<file path="src/design/dhf_pkg.sv">
// Shared types, constants and tap tables of the depth hole-fill spatial filter.
package dhf_pkg;

    localparam int ALPHA_FRAC_BITS = 8;
    localparam int ALPHA_ONE       = 1 << ALPHA_FRAC_BITS;

    localparam int DEPTH_W    = 16;
    localparam int CFG_IDX_W  = 3;
    localparam int CFG_DATA_W = 16;
    localparam int GEOM_W     = 11;
    localparam int HOLE_W     = 3;
    localparam int ALPHA_W    = 9;
    localparam int SUM_W      = 20;
    localparam int CNT_W      = 4;
    localparam int P1_W       = ALPHA_W + DEPTH_W;
    localparam int P2_W       = ALPHA_W + SUM_W;
    localparam int NUM_W      = 30;
    localparam int X_W        = NUM_W + 1;
    localparam int DIV_W      = 22;
    localparam int DVS_W      = CNT_W + 1;
    localparam int TAP_W      = 4;

    localparam logic [TAP_W-1:0] TAP_N = 4'd9;

    typedef logic [CFG_IDX_W-1:0] t_cfg_idx;
    localparam t_cfg_idx CFG_FRAME_WIDTH  = 3'd0;
    localparam t_cfg_idx CFG_FRAME_HEIGHT = 3'd1;
    localparam t_cfg_idx CFG_HOLE_PASSES  = 3'd2;
    localparam t_cfg_idx CFG_SMOOTH_EN    = 3'd3;
    localparam t_cfg_idx CFG_BLEND_ALPHA  = 3'd4;
    localparam t_cfg_idx CFG_MAX_DELTA    = 3'd5;

    typedef struct packed {
        logic               action;
        logic [DEPTH_W-1:0] depth_in;
    } t_in_beat;

    typedef struct packed {
        logic [DEPTH_W-1:0] depth_out;
        logic               frame_last;
    } t_out_beat;

    typedef enum logic [3:0] {
        ST_IDLE, ST_PREP, ST_CHECK, ST_WR, ST_RD, ST_MUL1, ST_MUL2,
        ST_DIVS, ST_DIVW, ST_RES, ST_NEXT, ST_FIN
    } t_state;

    typedef struct packed {
        logic             take;
        logic             prep;
        logic             init;
        logic             wr;
        logic             rd;
        logic [TAP_W-1:0] tap;
        logic             mul1;
        logic             mul2;
        logic             div_start;
        logic             res;
        logic             next;
        logic             fin;
    } t_cmd;

    typedef struct packed {
        logic ign_first;
        logic ign_flush;
        logic k_zero;
        logic fire;
        logic last_stage;
        logic div_busy;
        logic have;
        logic out_free;
    } t_sts;

    // Row offset code: 0 = row above, 1 = same row, 2 = row below. Centre comes first.
    function automatic logic [1:0] tap_dy(input logic [TAP_W-1:0] t);
        logic [1:0] d;
        case (t)
            4'd1, 4'd2, 4'd3: d = 2'd0;
            4'd6, 4'd7, 4'd8: d = 2'd2;
            default:          d = 2'd1;
        endcase
        return d;
    endfunction

    function automatic logic [1:0] tap_dx(input logic [TAP_W-1:0] t);
        logic [1:0] d;
        case (t)
            4'd1, 4'd4, 4'd6: d = 2'd0;
            4'd3, 4'd5, 4'd8: d = 2'd2;
            default:          d = 2'd1;
        endcase
        return d;
    endfunction

endpackage

</file>
<file path="src/design/dhf_ctrl.sv">
// Sequencer: walks each beat through the active filter stages.
module dhf_ctrl (
    input  logic            i_clk,
    input  logic            i_rst_n,
    input  logic            i_in_valid,
    output logic            o_in_ready,
    input  dhf_pkg::t_sts   i_sts,
    output dhf_pkg::t_cmd   o_cmd
);
    dhf_pkg::t_state             r_state, n_state;
    logic [dhf_pkg::TAP_W-1:0]   r_tap, n_tap;

    always_ff @(posedge i_clk) begin
        if (!i_rst_n) begin
            r_state <= dhf_pkg::ST_IDLE;
            r_tap   <= '0;
        end else begin
            r_state <= n_state;
            r_tap   <= n_tap;
        end
    end

    always_comb begin
        n_state    = r_state;
        n_tap      = r_tap;
        o_cmd      = '0;
        o_cmd.tap  = r_tap;
        o_in_ready = 1'b0;
        unique case (r_state)
            dhf_pkg::ST_IDLE: begin
                o_in_ready = 1'b1;
                if (i_in_valid) begin
                    o_cmd.take = 1'b1;
                    n_state    = dhf_pkg::ST_PREP;
                end
            end
            dhf_pkg::ST_PREP: begin
                if (i_sts.ign_first) begin
                    n_state = dhf_pkg::ST_IDLE;
                end else begin
                    o_cmd.prep = 1'b1;
                    n_state    = dhf_pkg::ST_CHECK;
                end
            end
            dhf_pkg::ST_CHECK: begin
                if (i_sts.ign_flush) begin
                    n_state = dhf_pkg::ST_IDLE;
                end else begin
                    o_cmd.init = 1'b1;
                    n_state    = i_sts.k_zero ? dhf_pkg::ST_FIN : dhf_pkg::ST_WR;
                end
            end
            dhf_pkg::ST_WR: begin
                o_cmd.wr = 1'b1;
                n_tap    = '0;
                n_state  = i_sts.fire ? dhf_pkg::ST_RD : dhf_pkg::ST_NEXT;
            end
            dhf_pkg::ST_RD: begin
                o_cmd.rd = (r_tap != dhf_pkg::TAP_N);
                if (r_tap == dhf_pkg::TAP_N) begin
                    n_tap   = '0;
                    n_state = dhf_pkg::ST_MUL1;
                end else begin
                    n_tap = r_tap + 1'b1;
                end
            end
            dhf_pkg::ST_MUL1: begin
                o_cmd.mul1 = 1'b1;
                n_state    = dhf_pkg::ST_MUL2;
            end
            dhf_pkg::ST_MUL2: begin
                o_cmd.mul2 = 1'b1;
                n_state    = dhf_pkg::ST_DIVS;
            end
            dhf_pkg::ST_DIVS: begin
                o_cmd.div_start = 1'b1;
                n_state         = dhf_pkg::ST_DIVW;
            end
            dhf_pkg::ST_DIVW: begin
                if (!i_sts.div_busy) begin
                    n_state = dhf_pkg::ST_RES;
                end
            end
            dhf_pkg::ST_RES: begin
                o_cmd.res = 1'b1;
                n_state   = dhf_pkg::ST_NEXT;
            end
            dhf_pkg::ST_NEXT: begin
                o_cmd.next = 1'b1;
                n_state    = i_sts.last_stage ? dhf_pkg::ST_FIN : dhf_pkg::ST_WR;
            end
            dhf_pkg::ST_FIN: begin
                if (!i_sts.have || i_sts.out_free) begin
                    o_cmd.fin = 1'b1;
                    n_state   = dhf_pkg::ST_IDLE;
                end
            end
            default: begin
                n_state = dhf_pkg::ST_IDLE;
            end
        endcase
    end
endmodule

</file>
<file path="config.mk">
export PLATFORM = sky130hd
export DESIGN_NAME = dhf_ctrl
export DESIGN_NICKNAME = d
export VERILOG_FILES = /design/src/design/dhf_pkg.sv /design/src/design/dhf_ctrl.sv
export SDC_FILE = /design/constraint.sdc
export NUM_CORES = 1
export LEC_CHECK = 0
export BUFFER_PORTS_ARGS = -buffer_cell sky130_fd_sc_hd__buf_2
export CAP_MARGIN = 15
export CORE_MARGIN = 8
export CORE_UTILIZATION = 30
export CTS_CLUSTER_DIAMETER = 40
export DETAILED_ROUTE_END_ITERATION = 10
export HOLD_SLACK_MARGIN = 0.02
export SLEW_MARGIN = 20
export SYNTH_ARGS = -nofsm -noshare
export SYNTH_HDL_FRONTEND = slang
export SYNTH_SLANG_ARGS = --single-unit
</file>
<file path="constraint.sdc">
create_clock -name i_clk -period 2.7 [get_ports i_clk]
set_clock_uncertainty 0.2 [all_clocks]
set_input_delay 0.54 -clock i_clk [delete_from_list [all_inputs] [get_ports i_clk]]
set_output_delay 0.54 -clock i_clk [all_outputs]
set_load 0.1 [all_outputs]
</file>
==> impl_results.html, run 1 <==
<table>
<tr><th>Metric</th><th>Value</th></tr>
<tr><th colspan="2">Place</th></tr>
<tr><td>Number of placed instances with taps included</td><td>125</td></tr>
<tr><td>GP Congestion</td><td>0.804</td></tr>
<tr><td>Worst Setup Slack post-DPL</td><td>382 ps</td></tr>
<tr><td>Dpl hpwl</td><td>1260 um</td></tr>
<tr><td>Port bufs</td><td>26</td></tr>
<tr><th colspan="2">Floorplan</th></tr>
<tr><td>DIE WIDTH</td><td>61.4 um</td></tr>
<tr><td>Floorplan die area</td><td>3770 um2</td></tr>
<tr><td>Overall die height</td><td>61.4 um</td></tr>
<tr><td>Initial Util</td><td>31.6%</td></tr>
<tr><td>Boundary pin count</td><td>27</td></tr>
<tr><td>Number of rows created at floorplan</td><td>16</td></tr>
<tr><td>Core area</td><td>1960 um2</td></tr>
<tr><th colspan="2">Critical path</th></tr>
<tr><td>CP endpoint kind</td><td>output pin</td></tr>
<tr><td>Critical path class</td><td>register to output pin</td></tr>
<tr><td>Worst endpoint required time</td><td>1960 ps</td></tr>
<tr><td>Slowest stage delay, CP</td><td>460 ps</td></tr>
<tr><td>Maximum fanout encountered on the critical timing path</td><td>11</td></tr>
<tr><td>Cell-by-cell trace of the critical path</td><td>or2_2 -&gt; nor3_4 -&gt; and2_1 -&gt; buf_2</td></tr>
<tr><td>Data arrival time of the critical path</td><td>1830 ps</td></tr>
<tr><td>Kind of start point of the critical path</td><td>register</td></tr>
<tr><td>Slowest stage cell, crit path</td><td>sky130_fd_sc_hd__or2_2</td></tr>
<tr><th colspan="2">Detailed routing</th></tr>
<tr><td>Routed WL</td><td>1580 um</td></tr>
<tr><td>Remaining DRCs</td><td>0</td></tr>
<tr><td>Routed vias</td><td>608</td></tr>
<tr><td>Number of vias per cell after detailed routing</td><td>4.75</td></tr>
<tr><td>1st-pass router iterations</td><td>4</td></tr>
<tr><td>Detailed Route Iter0 Violations</td><td>15</td></tr>
<tr><td>Number of antenna-violating nets in the routed design</td><td>0</td></tr>
<tr><td>Mean routed wirelength per cell</td><td>12.4 um</td></tr>
<tr><th colspan="2">Hold path</th></tr>
<tr><td>Worst min-delay path class</td><td>register to register</td></tr>
<tr><th colspan="2">Synthesis</th></tr>
<tr><td>Synthesized Nets</td><td>91</td></tr>
<tr><td>Netlist area before placement</td><td>619 um2</td></tr>
<tr><td>Number of instances in the synthesized netlist</td><td>78</td></tr>
<tr><td>Avg Inst Size Synth</td><td>7.94 um2</td></tr>
<tr><td>Library cells used by synthesis</td><td>34</td></tr>
<tr><td>Number of storage elements in the synthesis netlist</td><td>8</td></tr>
<tr><td>Total of warnings raised by yosys</td><td>0</td></tr>
<tr><td>Top cell type by total area after synthesis</td><td>sky130_fd_sc_hd__dfxtp_1</td></tr>
<tr><td>Cells taking the most area after synthesis</td><td>sky130_fd_sc_hd__dfxtp_1 (26%), sky130_fd_sc_hd__nor3_1 (5.7%), sky130_fd_sc_hd__nand2b_1 (5.1%), sky130_fd_sc_hd__nand2_1 (4.8%), sky130_fd_sc_hd__nor2_1 (4.2%)</td></tr>
<tr><td>Portion of the post-synthesis area used by sequential elements</td><td>25.9%</td></tr>
<tr><td>Portion of synthesized cell area occupied by the leading cell type</td><td>25.9%</td></tr>
<tr><th colspan="2">Final layout</th></tr>
<tr><td>Total number of nets in the final design</td><td>116</td></tr>
<tr><td>Fraction of final layout cells with drive strength greater than 1</td><td>38.6%</td></tr>
<tr><td>Area occupied by registers</td><td>163 um2</td></tr>
<tr><td>Final Non-Filler Cells</td><td>128</td></tr>
<tr><td>Diode count</td><td>0</td></tr>
<tr><td>Layout overhead on the synthesized area</td><td>30.5%</td></tr>
<tr><td>Number of fill cells in the layout</td><td>227</td></tr>
<tr><td>Area of the multi-input gates</td><td>452 um2</td></tr>
<tr><th colspan="2">Timing</th></tr>
<tr><td>Maximum achievable frequency</td><td>0.390 GHz</td></tr>
<tr><td>Tcrit/Tclk final</td><td>95.0%</td></tr>
<tr><td>Actual transition at the worst max-transition pin</td><td>493 ps</td></tr>
<tr><td>Time the worst path needs with I/O delays and setup</td><td>2570 ps</td></tr>
<tr><td>Total of endpoints with negative setup slack in the final report</td><td>0</td></tr>
<tr><td>RSZ-0062 raised after global routing</td><td>false</td></tr>
<tr><td>Final-report hold violation count</td><td>0</td></tr>
<tr><td>PnR worst setup slack</td><td>135 ps</td></tr>
<tr><td>Final total negative setup slack</td><td>0 ps</td></tr>
<tr><td>Number of slew-limit violations in the final report</td><td>0</td></tr>
<tr><td>Max transition margin</td><td>67.4%</td></tr>
<tr><th colspan="2">CTS</th></tr>
<tr><td>Insertion delay to the later sink of the worst-skew pair</td><td>250 ps</td></tr>
<tr><td>Clock H-tree levels</td><td>1</td></tr>
<tr><td>Postcts setup bufs</td><td>0</td></tr>
<tr><td>Clock buffer count from CTS</td><td>3</td></tr>
<tr><td>TritonCTS clock tree</td><td>built</td></tr>
<tr><td>Post-CTS sizing</td><td>0</td></tr>
<tr><td>Cell at the root of the clock tree</td><td>sky130_fd_sc_hd__clkbuf_4</td></tr>
<tr><td>Cts hold-fix bufs</td><td>0</td></tr>
<tr><td>Clock tree sinks</td><td>8</td></tr>
<tr><td>Max Buffers Root-to-Sink</td><td>2</td></tr>
<tr><td>Clock input transition at the sequential cells of the worst setup and hold paths</td><td>50 ps</td></tr>
<tr><th colspan="2">Pwr</th></tr>
<tr><td>Sw Ratio</td><td>42.0%</td></tr>
<tr><td>Internal power of the cells</td><td>210 uW</td></tr>
<tr><td>P_leak</td><td>0.372 nW</td></tr>
<tr><td>Clock network fraction of design power</td><td>24.4%</td></tr>
<tr><td>Power density relative to cell area</td><td>449 nW/um2</td></tr>
<tr><td>Maximum vdd ir drop</td><td>0.226 mV</td></tr>
<tr><td>Sequential share of power</td><td>38.3%</td></tr>
<tr><td>Power Total</td><td>363 uW</td></tr>
<tr><td>P_sw</td><td>153 uW</td></tr>
<tr><td>Comb pwr share</td><td>37.3%</td></tr>
<tr><th colspan="2">GRT</th></tr>
<tr><td>GR Util met1</td><td>11.6%</td></tr>
<tr><td>Overflow left after global routing</td><td>0</td></tr>
<tr><td>Maximum number of pins on one net before global-route repair</td><td>12</td></tr>
<tr><td>Met3 Usage GRT</td><td>2.51%</td></tr>
<tr><td>GRT busiest layer</td><td>met2</td></tr>
<tr><td>Met2 layer usage reported by global route</td><td>12.8%</td></tr>
<tr><td>Global-route wire length before repair</td><td>2570 um</td></tr>
<tr><td>All-layer global routing usage</td><td>8.78%</td></tr>
<tr><td>Antenna violations before repair</td><td>0</td></tr>
<tr><td>Number of global-route vias before repair</td><td>582</td></tr>
<tr><th colspan="2">Run status</th></tr>
<tr><td>Status</td><td>finished clean</td></tr>
<tr><th colspan="2">Job</th></tr>
<tr><td>Number of maximum-capacitance violations</td><td>0</td></tr>
</table>
metrics by stage:
step / hold slack, ps / area (um2) / util [%]
floorplan: 371 / 661 / -
global placement: 315 / 786 / 40.1
detailed placement: 323 / 786 / 40.1
CTS: 334 / 808 / 41.2
global route: 361 / 808 / 41.2
finish: 331 / 808 / 41.2
power groups by stage:
stage | clock network, mW | registers [mW] | logic [mW]
finish | 0.0886 | 0.139 | 0.135
global route | 0.102 | 0.140 | 0.143
CTS | 0.0964 | 0.139 | 0.136
detailed placement | 0 | 0.142 | 0.136
global placement | 0 | 0.141 | 0.137
floorplan | 0 | 0.129 | 0.131
sequential cells by signal, summed over array words and instances, names as in the netlist:
name / count
r_state: 4
r_tap: 4
path summary, 6_finish.rpt:
path	startpoint	slack, ps	cells after the start	to
setup / recovery	r_state[3]$_SDFFE_PN0P_	130	4	o_cmd[14]
hold / removal	r_tap[3]$_SDFFE_PN0P_	330	2	r_tap[3]$_SDFFE_PN0P_
setup reg to reg	r_state[0]$_SDFFE_PN0P_	840	4	r_state[3]$_SDFFE_PN0P_
hold reg to reg	r_tap[3]$_SDFFE_PN0P_	330	2	r_tap[3]$_SDFFE_PN0P_
worst max-delay path: cells and delay by family (launching register included):
family                 cells  cell delay (ps)
DFF                        1              430
and+or+nand+nor            3              730
buffers and inverters      1              420
logic make-up (layout without fill, tap and decap cells):
group / after synthesis / after routing / synth area share [%]
XOR/XNOR: 1 / 1 / 1.41
flip-flops: 8 / 8 / 25.9
multiplexers: 2 / 2 / 3.23
AO/OA/AOI/OAI: 18 / 18 / 21.0
AND/OR/NAND/NOR: 39 / 39 / 37.0
buffers and inverters: 8 / 31 / 7.47
adder cells (fa/ha/maj): 2 / 2 / 4.04
per-layer routing:
metal | vias to the layer above | wire length [um]
met3 | 0 | 167
met5 | - | 0
met4 | 0 | 0
li1 | 320 | -
met1 | 263 | 767
met2 | 25 | 648
synthesized netlist by cell type, drive strengths merged:
library cell and count:
nor3 7, nor2 7, xnor2 1, buf 4, a21oi 5, o21ai 3
nor3b 3, o21a 1, inv 2, nand2b 5, a21o 1, o211ai 1
nor4b 1, a211oi 1, ha 2, mux2i 2, nand3b 1, nor2b 1
o31a 2, o211a 1, and2b 1, clkbuf 2, nand2 8, or3b 1
and3b 1, a221oi 1, or2 1, dfxtp 8, and2 2, o22ai 2
cells in the final DEF (no fill, tap or decap), types with 2 or more instances in the layout:
master,instances
sky130_fd_sc_hd__mux2i_1,2
sky130_fd_sc_hd__dfxtp_1,6
sky130_fd_sc_hd__nand2b_1,5
sky130_fd_sc_hd__o21ai_0,2
sky130_fd_sc_hd__a21oi_1,4
sky130_fd_sc_hd__nor3b_1,3
sky130_fd_sc_hd__dfxtp_2,2
sky130_fd_sc_hd__nand2_1,8
sky130_fd_sc_hd__clkbuf_4,3
sky130_fd_sc_hd__buf_2,26
sky130_fd_sc_hd__o31a_1,2
sky130_fd_sc_hd__nor3_4,3
sky130_fd_sc_hd__and2_1,2
sky130_fd_sc_hd__nor3_1,3
sky130_fd_sc_hd__ha_1,2
sky130_fd_sc_hd__inv_1,2
sky130_fd_sc_hd__nor2_1,7
sky130_fd_sc_hd__o22ai_1,2
cell type report:
class | count | share of cell area [%]
Multi-Input combinational cell | 62 | 55.9
Sequential cell | 8 | 20.1
Timing Repair Buffer | 26 | 16.1
Tap cell | 27 | 4.18
Clock buffer | 3 | 2.79
Inverter | 2 | 0.929
(Power assumes the default switching activity.)
==> run 2: changes to the inputs <==
--- a/config.mk
+++ b/config.mk
@@ -12,6 +12,7 @@
 export CTS_CLUSTER_DIAMETER = 40
 export DETAILED_ROUTE_END_ITERATION = 10
 export HOLD_SLACK_MARGIN = 0.02
+export PLACE_DENSITY_LB_ADDON = 0.05
 export SLEW_MARGIN = 20
 export SYNTH_ARGS = -nofsm -noshare
 export SYNTH_HDL_FRONTEND = slang
==> impl_results.html, run 2 (same netlist as run 1, synthesis figures left out) <==
<table>
<tr><th>Metric</th><th>Value</th></tr>
<tr><th colspan="2">Run status</th></tr>
<tr><td>Status</td><td>finished clean (unchanged)</td></tr>
<tr><th colspan="2">Detailed routing</th></tr>
<tr><td>Number of antenna-violating nets in the routed design</td><td>0 (unchanged)</td></tr>
<tr><td>1st-pass router iterations</td><td>4 (unchanged)</td></tr>
<tr><td>Detailed Route Iter0 Violations</td><td>27 (was 15)</td></tr>
<tr><td>Remaining DRCs</td><td>0 (unchanged)</td></tr>
<tr><td>Routed vias</td><td>598 (was 608)</td></tr>
<tr><td>Routed WL</td><td>1660 um (was 1580 um)</td></tr>
<tr><td>Mean routed wirelength per cell</td><td>13.0 um (was 12.4 um)</td></tr>
<tr><td>Number of vias per cell after detailed routing</td><td>4.67 (was 4.75)</td></tr>
<tr><th colspan="2">Final layout</th></tr>
<tr><td>Share of the core filled with cells in the final layout</td><td>41.2% (unchanged)</td></tr>
<tr><td>Most frequent cells in the layout</td><td>sky130_fd_sc_hd__buf_2 (26), sky130_fd_sc_hd__nand2_1 (8), sky130_fd_sc_hd__nor2_1 (7) (unchanged)</td></tr>
<tr><td>Leading registers by flop count</td><td>r_state (4), r_tap (4) (unchanged)</td></tr>
<tr><td>Leading cell type in the layout, fill and taps excluded</td><td>sky130_fd_sc_hd__buf_2 (unchanged)</td></tr>
<tr><td>Total number of nets in the final design</td><td>116 (unchanged)</td></tr>
<tr><td>Layout overhead on the synthesized area</td><td>30.5% (unchanged)</td></tr>
<tr><td>Diode count</td><td>0 (unchanged)</td></tr>
<tr><td>Fraction of final layout cells with drive strength greater than 1</td><td>38.6% (unchanged)</td></tr>
<tr><td>Cell area after layout</td><td>808 um2 (unchanged)</td></tr>
<tr><th colspan="2">Timing</th></tr>
<tr><td>Final-report hold violation count</td><td>0 (unchanged)</td></tr>
<tr><td>Final total negative setup slack</td><td>0 ps (unchanged)</td></tr>
<tr><td>Max transition margin</td><td>67.7% (was 67.4%)</td></tr>
<tr><td>Number of slew-limit violations in the final report</td><td>0 (unchanged)</td></tr>
<tr><td>Actual transition at the worst max-transition pin</td><td>483 ps (was 493 ps)</td></tr>
<tr><td>Tcrit/Tclk final</td><td>96.4% (was 95.0%)</td></tr>
<tr><td>Worst hold margin</td><td>339 ps (was 331 ps)</td></tr>
<tr><td>Total of endpoints with negative setup slack in the final report</td><td>0 (unchanged)</td></tr>
<tr><td>Time the worst path needs with I/O delays and setup</td><td>2600 ps (was 2570 ps)</td></tr>
<tr><td>Maximum achievable frequency</td><td>0.384 GHz (was 0.390 GHz)</td></tr>
<tr><td>RSZ-0062 raised after global routing</td><td>false (unchanged)</td></tr>
<tr><th colspan="2">Critical path</th></tr>
<tr><td>CP bufs+invs</td><td>1 (unchanged)</td></tr>
<tr><td>Start point of the critical path</td><td>r_state[3]$_SDFFE_PN0P_ (unchanged)</td></tr>
<tr><td>Slowest stage cell, crit path</td><td>sky130_fd_sc_hd__or2_2 (unchanged)</td></tr>
<tr><td>Slowest stage delay, CP</td><td>470 ps (was 460 ps)</td></tr>
<tr><td>Critical path class</td><td>register to output pin (unchanged)</td></tr>
<tr><td>Cell-by-cell trace of the critical path</td><td>or2_2 -&gt; nor3_4 -&gt; and2_1 -&gt; buf_2 (unchanged)</td></tr>
<tr><td>Data arrival time of the critical path</td><td>1860 ps (was 1830 ps)</td></tr>
<tr><td>R2r setup slk</td><td>860 ps (was 840 ps)</td></tr>
<tr><td>RR Endpoint</td><td>r_state[3]$_SDFFE_PN0P_ (unchanged)</td></tr>
<tr><td>Top delay family on crit path</td><td>simple AND/OR/NAND/NOR gates (unchanged)</td></tr>
<tr><td>Worst endpoint required time</td><td>1960 ps (about the same)</td></tr>
<tr><td>Number of cells on the worst reg-to-reg path</td><td>4 (unchanged)</td></tr>
<tr><td>CP endpoint kind</td><td>output pin (unchanged)</td></tr>
<tr><td>Maximum fanout encountered on the critical timing path</td><td>11 (unchanged)</td></tr>
<tr><td>Worst r2r src</td><td>r_state[0]$_SDFFE_PN0P_ (unchanged)</td></tr>
<tr><td>Kind of start point of the critical path</td><td>register (unchanged)</td></tr>
<tr><th colspan="2">CTS</th></tr>
<tr><td>Cell at the root of the clock tree</td><td>sky130_fd_sc_hd__clkbuf_4 (unchanged)</td></tr>
<tr><td>Cts hold-fix bufs</td><td>0 (unchanged)</td></tr>
<tr><td>Post-CTS sizing</td><td>0 (unchanged)</td></tr>
<tr><td>Clock tree sinks</td><td>8 (unchanged)</td></tr>
<tr><td>Clock input transition at the sequential cells of the worst setup and hold paths</td><td>50 ps (about the same)</td></tr>
<tr><td>Max Buffers Root-to-Sink</td><td>2 (unchanged)</td></tr>
<tr><td>TritonCTS clock tree</td><td>built (unchanged)</td></tr>
<tr><td>Insertion delay to the later sink of the worst-skew pair</td><td>240 ps (was 250 ps)</td></tr>
<tr><td>Clock buffer count from CTS</td><td>3 (unchanged)</td></tr>
<tr><td>Clock H-tree levels</td><td>1 (unchanged)</td></tr>
<tr><td>Postcts setup bufs</td><td>0 (unchanged)</td></tr>
<tr><th colspan="2">Pwr</th></tr>
<tr><td>P_leak</td><td>0.372 nW (unchanged)</td></tr>
<tr><td>Maximum vdd ir drop</td><td>0.276 mV (was 0.226 mV)</td></tr>
<tr><td>Power density relative to cell area</td><td>450 nW/um2 (was 449 nW/um2)</td></tr>
<tr><th colspan="2">GRT</th></tr>
<tr><td>Antenna violations before repair</td><td>0 (unchanged)</td></tr>
<tr><td>Overflow left after global routing</td><td>0 (unchanged)</td></tr>
<tr><td>Number of global-route vias before repair</td><td>610 (was 582)</td></tr>
<tr><td>Global-route wire length before repair</td><td>2770 um (was 2570 um)</td></tr>
<tr><td>All-layer global routing usage</td><td>9.86% (was 8.78%)</td></tr>
<tr><td>Maximum number of pins on one net before global-route repair</td><td>12 (unchanged)</td></tr>
<tr><th colspan="2">Place</th></tr>
<tr><td>Port bufs</td><td>26 (unchanged)</td></tr>
<tr><td>Dpl hpwl</td><td>1300 um (was 1260 um)</td></tr>
<tr><td>GP Congestion</td><td>0.726 (was 0.804)</td></tr>
<tr><td>Placed Area</td><td>786 um2 (unchanged)</td></tr>
<tr><th colspan="2">Hold path</th></tr>
<tr><td>Destination of the worst hold path</td><td>r_tap[3]$_SDFFE_PN0P_ (unchanged)</td></tr>
<tr><td>Worst min-delay path class</td><td>register to register (unchanged)</td></tr>
<tr><td>Worst hold start</td><td>r_tap[3]$_SDFFE_PN0P_ (unchanged)</td></tr>
<tr><td>Depth of the worst hold-timing path</td><td>2 (unchanged)</td></tr>
<tr><th colspan="2">Floorplan</th></tr>
<tr><td>Number of rows created at floorplan</td><td>16 (unchanged)</td></tr>
<tr><td>Overall die height</td><td>61.4 um (unchanged)</td></tr>
<tr><td>Core area</td><td>1960 um2 (unchanged)</td></tr>
<tr><td>Floorplan die area</td><td>3770 um2 (unchanged)</td></tr>
<tr><td>Initial Util</td><td>31.6% (unchanged)</td></tr>
<tr><td>DIE WIDTH</td><td>61.4 um (unchanged)</td></tr>
<tr><td>Boundary pin count</td><td>27 (unchanged)</td></tr>
<tr><th colspan="2">Job</th></tr>
<tr><td>Number of maximum-capacitance violations</td><td>0 (unchanged)</td></tr>
</table>
[run 2: per-stage QoR]
step	cells	total power, mW	setup slack, ps
6_report	128	0.363	98.2
5_1_grt	128	0.387	1.08
4_1_cts	128	0.371	77.1
3_5_place_dp	125	0.279	350
3_3_place_gp	125	0.278	341
2_1_floorplan	78	0.260	-493
[run 2: layout make-up]
| type | count | area, um2 |
|---|---|---|
| multi-input cells | 62 | 452 |
| clock buffers | 3 | 22.5 |
| repair buffers | 26 | 130 |
| inverters | 2 | 7.51 |
| flip-flops and latches | 8 | 163 |
| well taps | 27 | 33.8 |
| fillers | 216 | 1150 |
[run 2: worst max path at each step]
stage	endpoint	slack [ps]	cells past startpoint
floorplan	o_cmd[14]	-490	4
global placement	o_cmd[14]	340	4
detailed placement	o_cmd[14]	350	4
CTS	o_cmd[14]	80	4
global route	o_cmd[14]	1	4
finish	o_cmd[14]	100	4
[run 2: power by group]
group | internal, mW | switching (mW) | total, mW
sequential | 0.123 | 0.0171 | 0.140
combinational | 0.0369 | 0.0986 | 0.135
clock | 0.0506 | 0.0373 | 0.0879
total | 0.210 | 0.153 | 0.363
[run 2: routing by layer]
| layer | vias up | part of all wire (%) | track usage (%) |
|---|---|---|---|
| met2 | 18 | 40 | 13.9 |
| met5 | - | 0 | 0 |
| met1 | 256 | 51 | 12.7 |
| li1 | 322 | - | - |
| met4 | 0 | 0.60 | 4.55 |
| met3 | 2 | 9.0 | 3.97 |
[run 2: worst register-to-register path: stages, from the launching register on]
cell	delay, ps
sky130_fd_sc_hd__dfxtp_1	620
sky130_fd_sc_hd__nand2_1	290
sky130_fd_sc_hd__nor3b_1	430
sky130_fd_sc_hd__a21o_1	140
sky130_fd_sc_hd__o31a_1	110
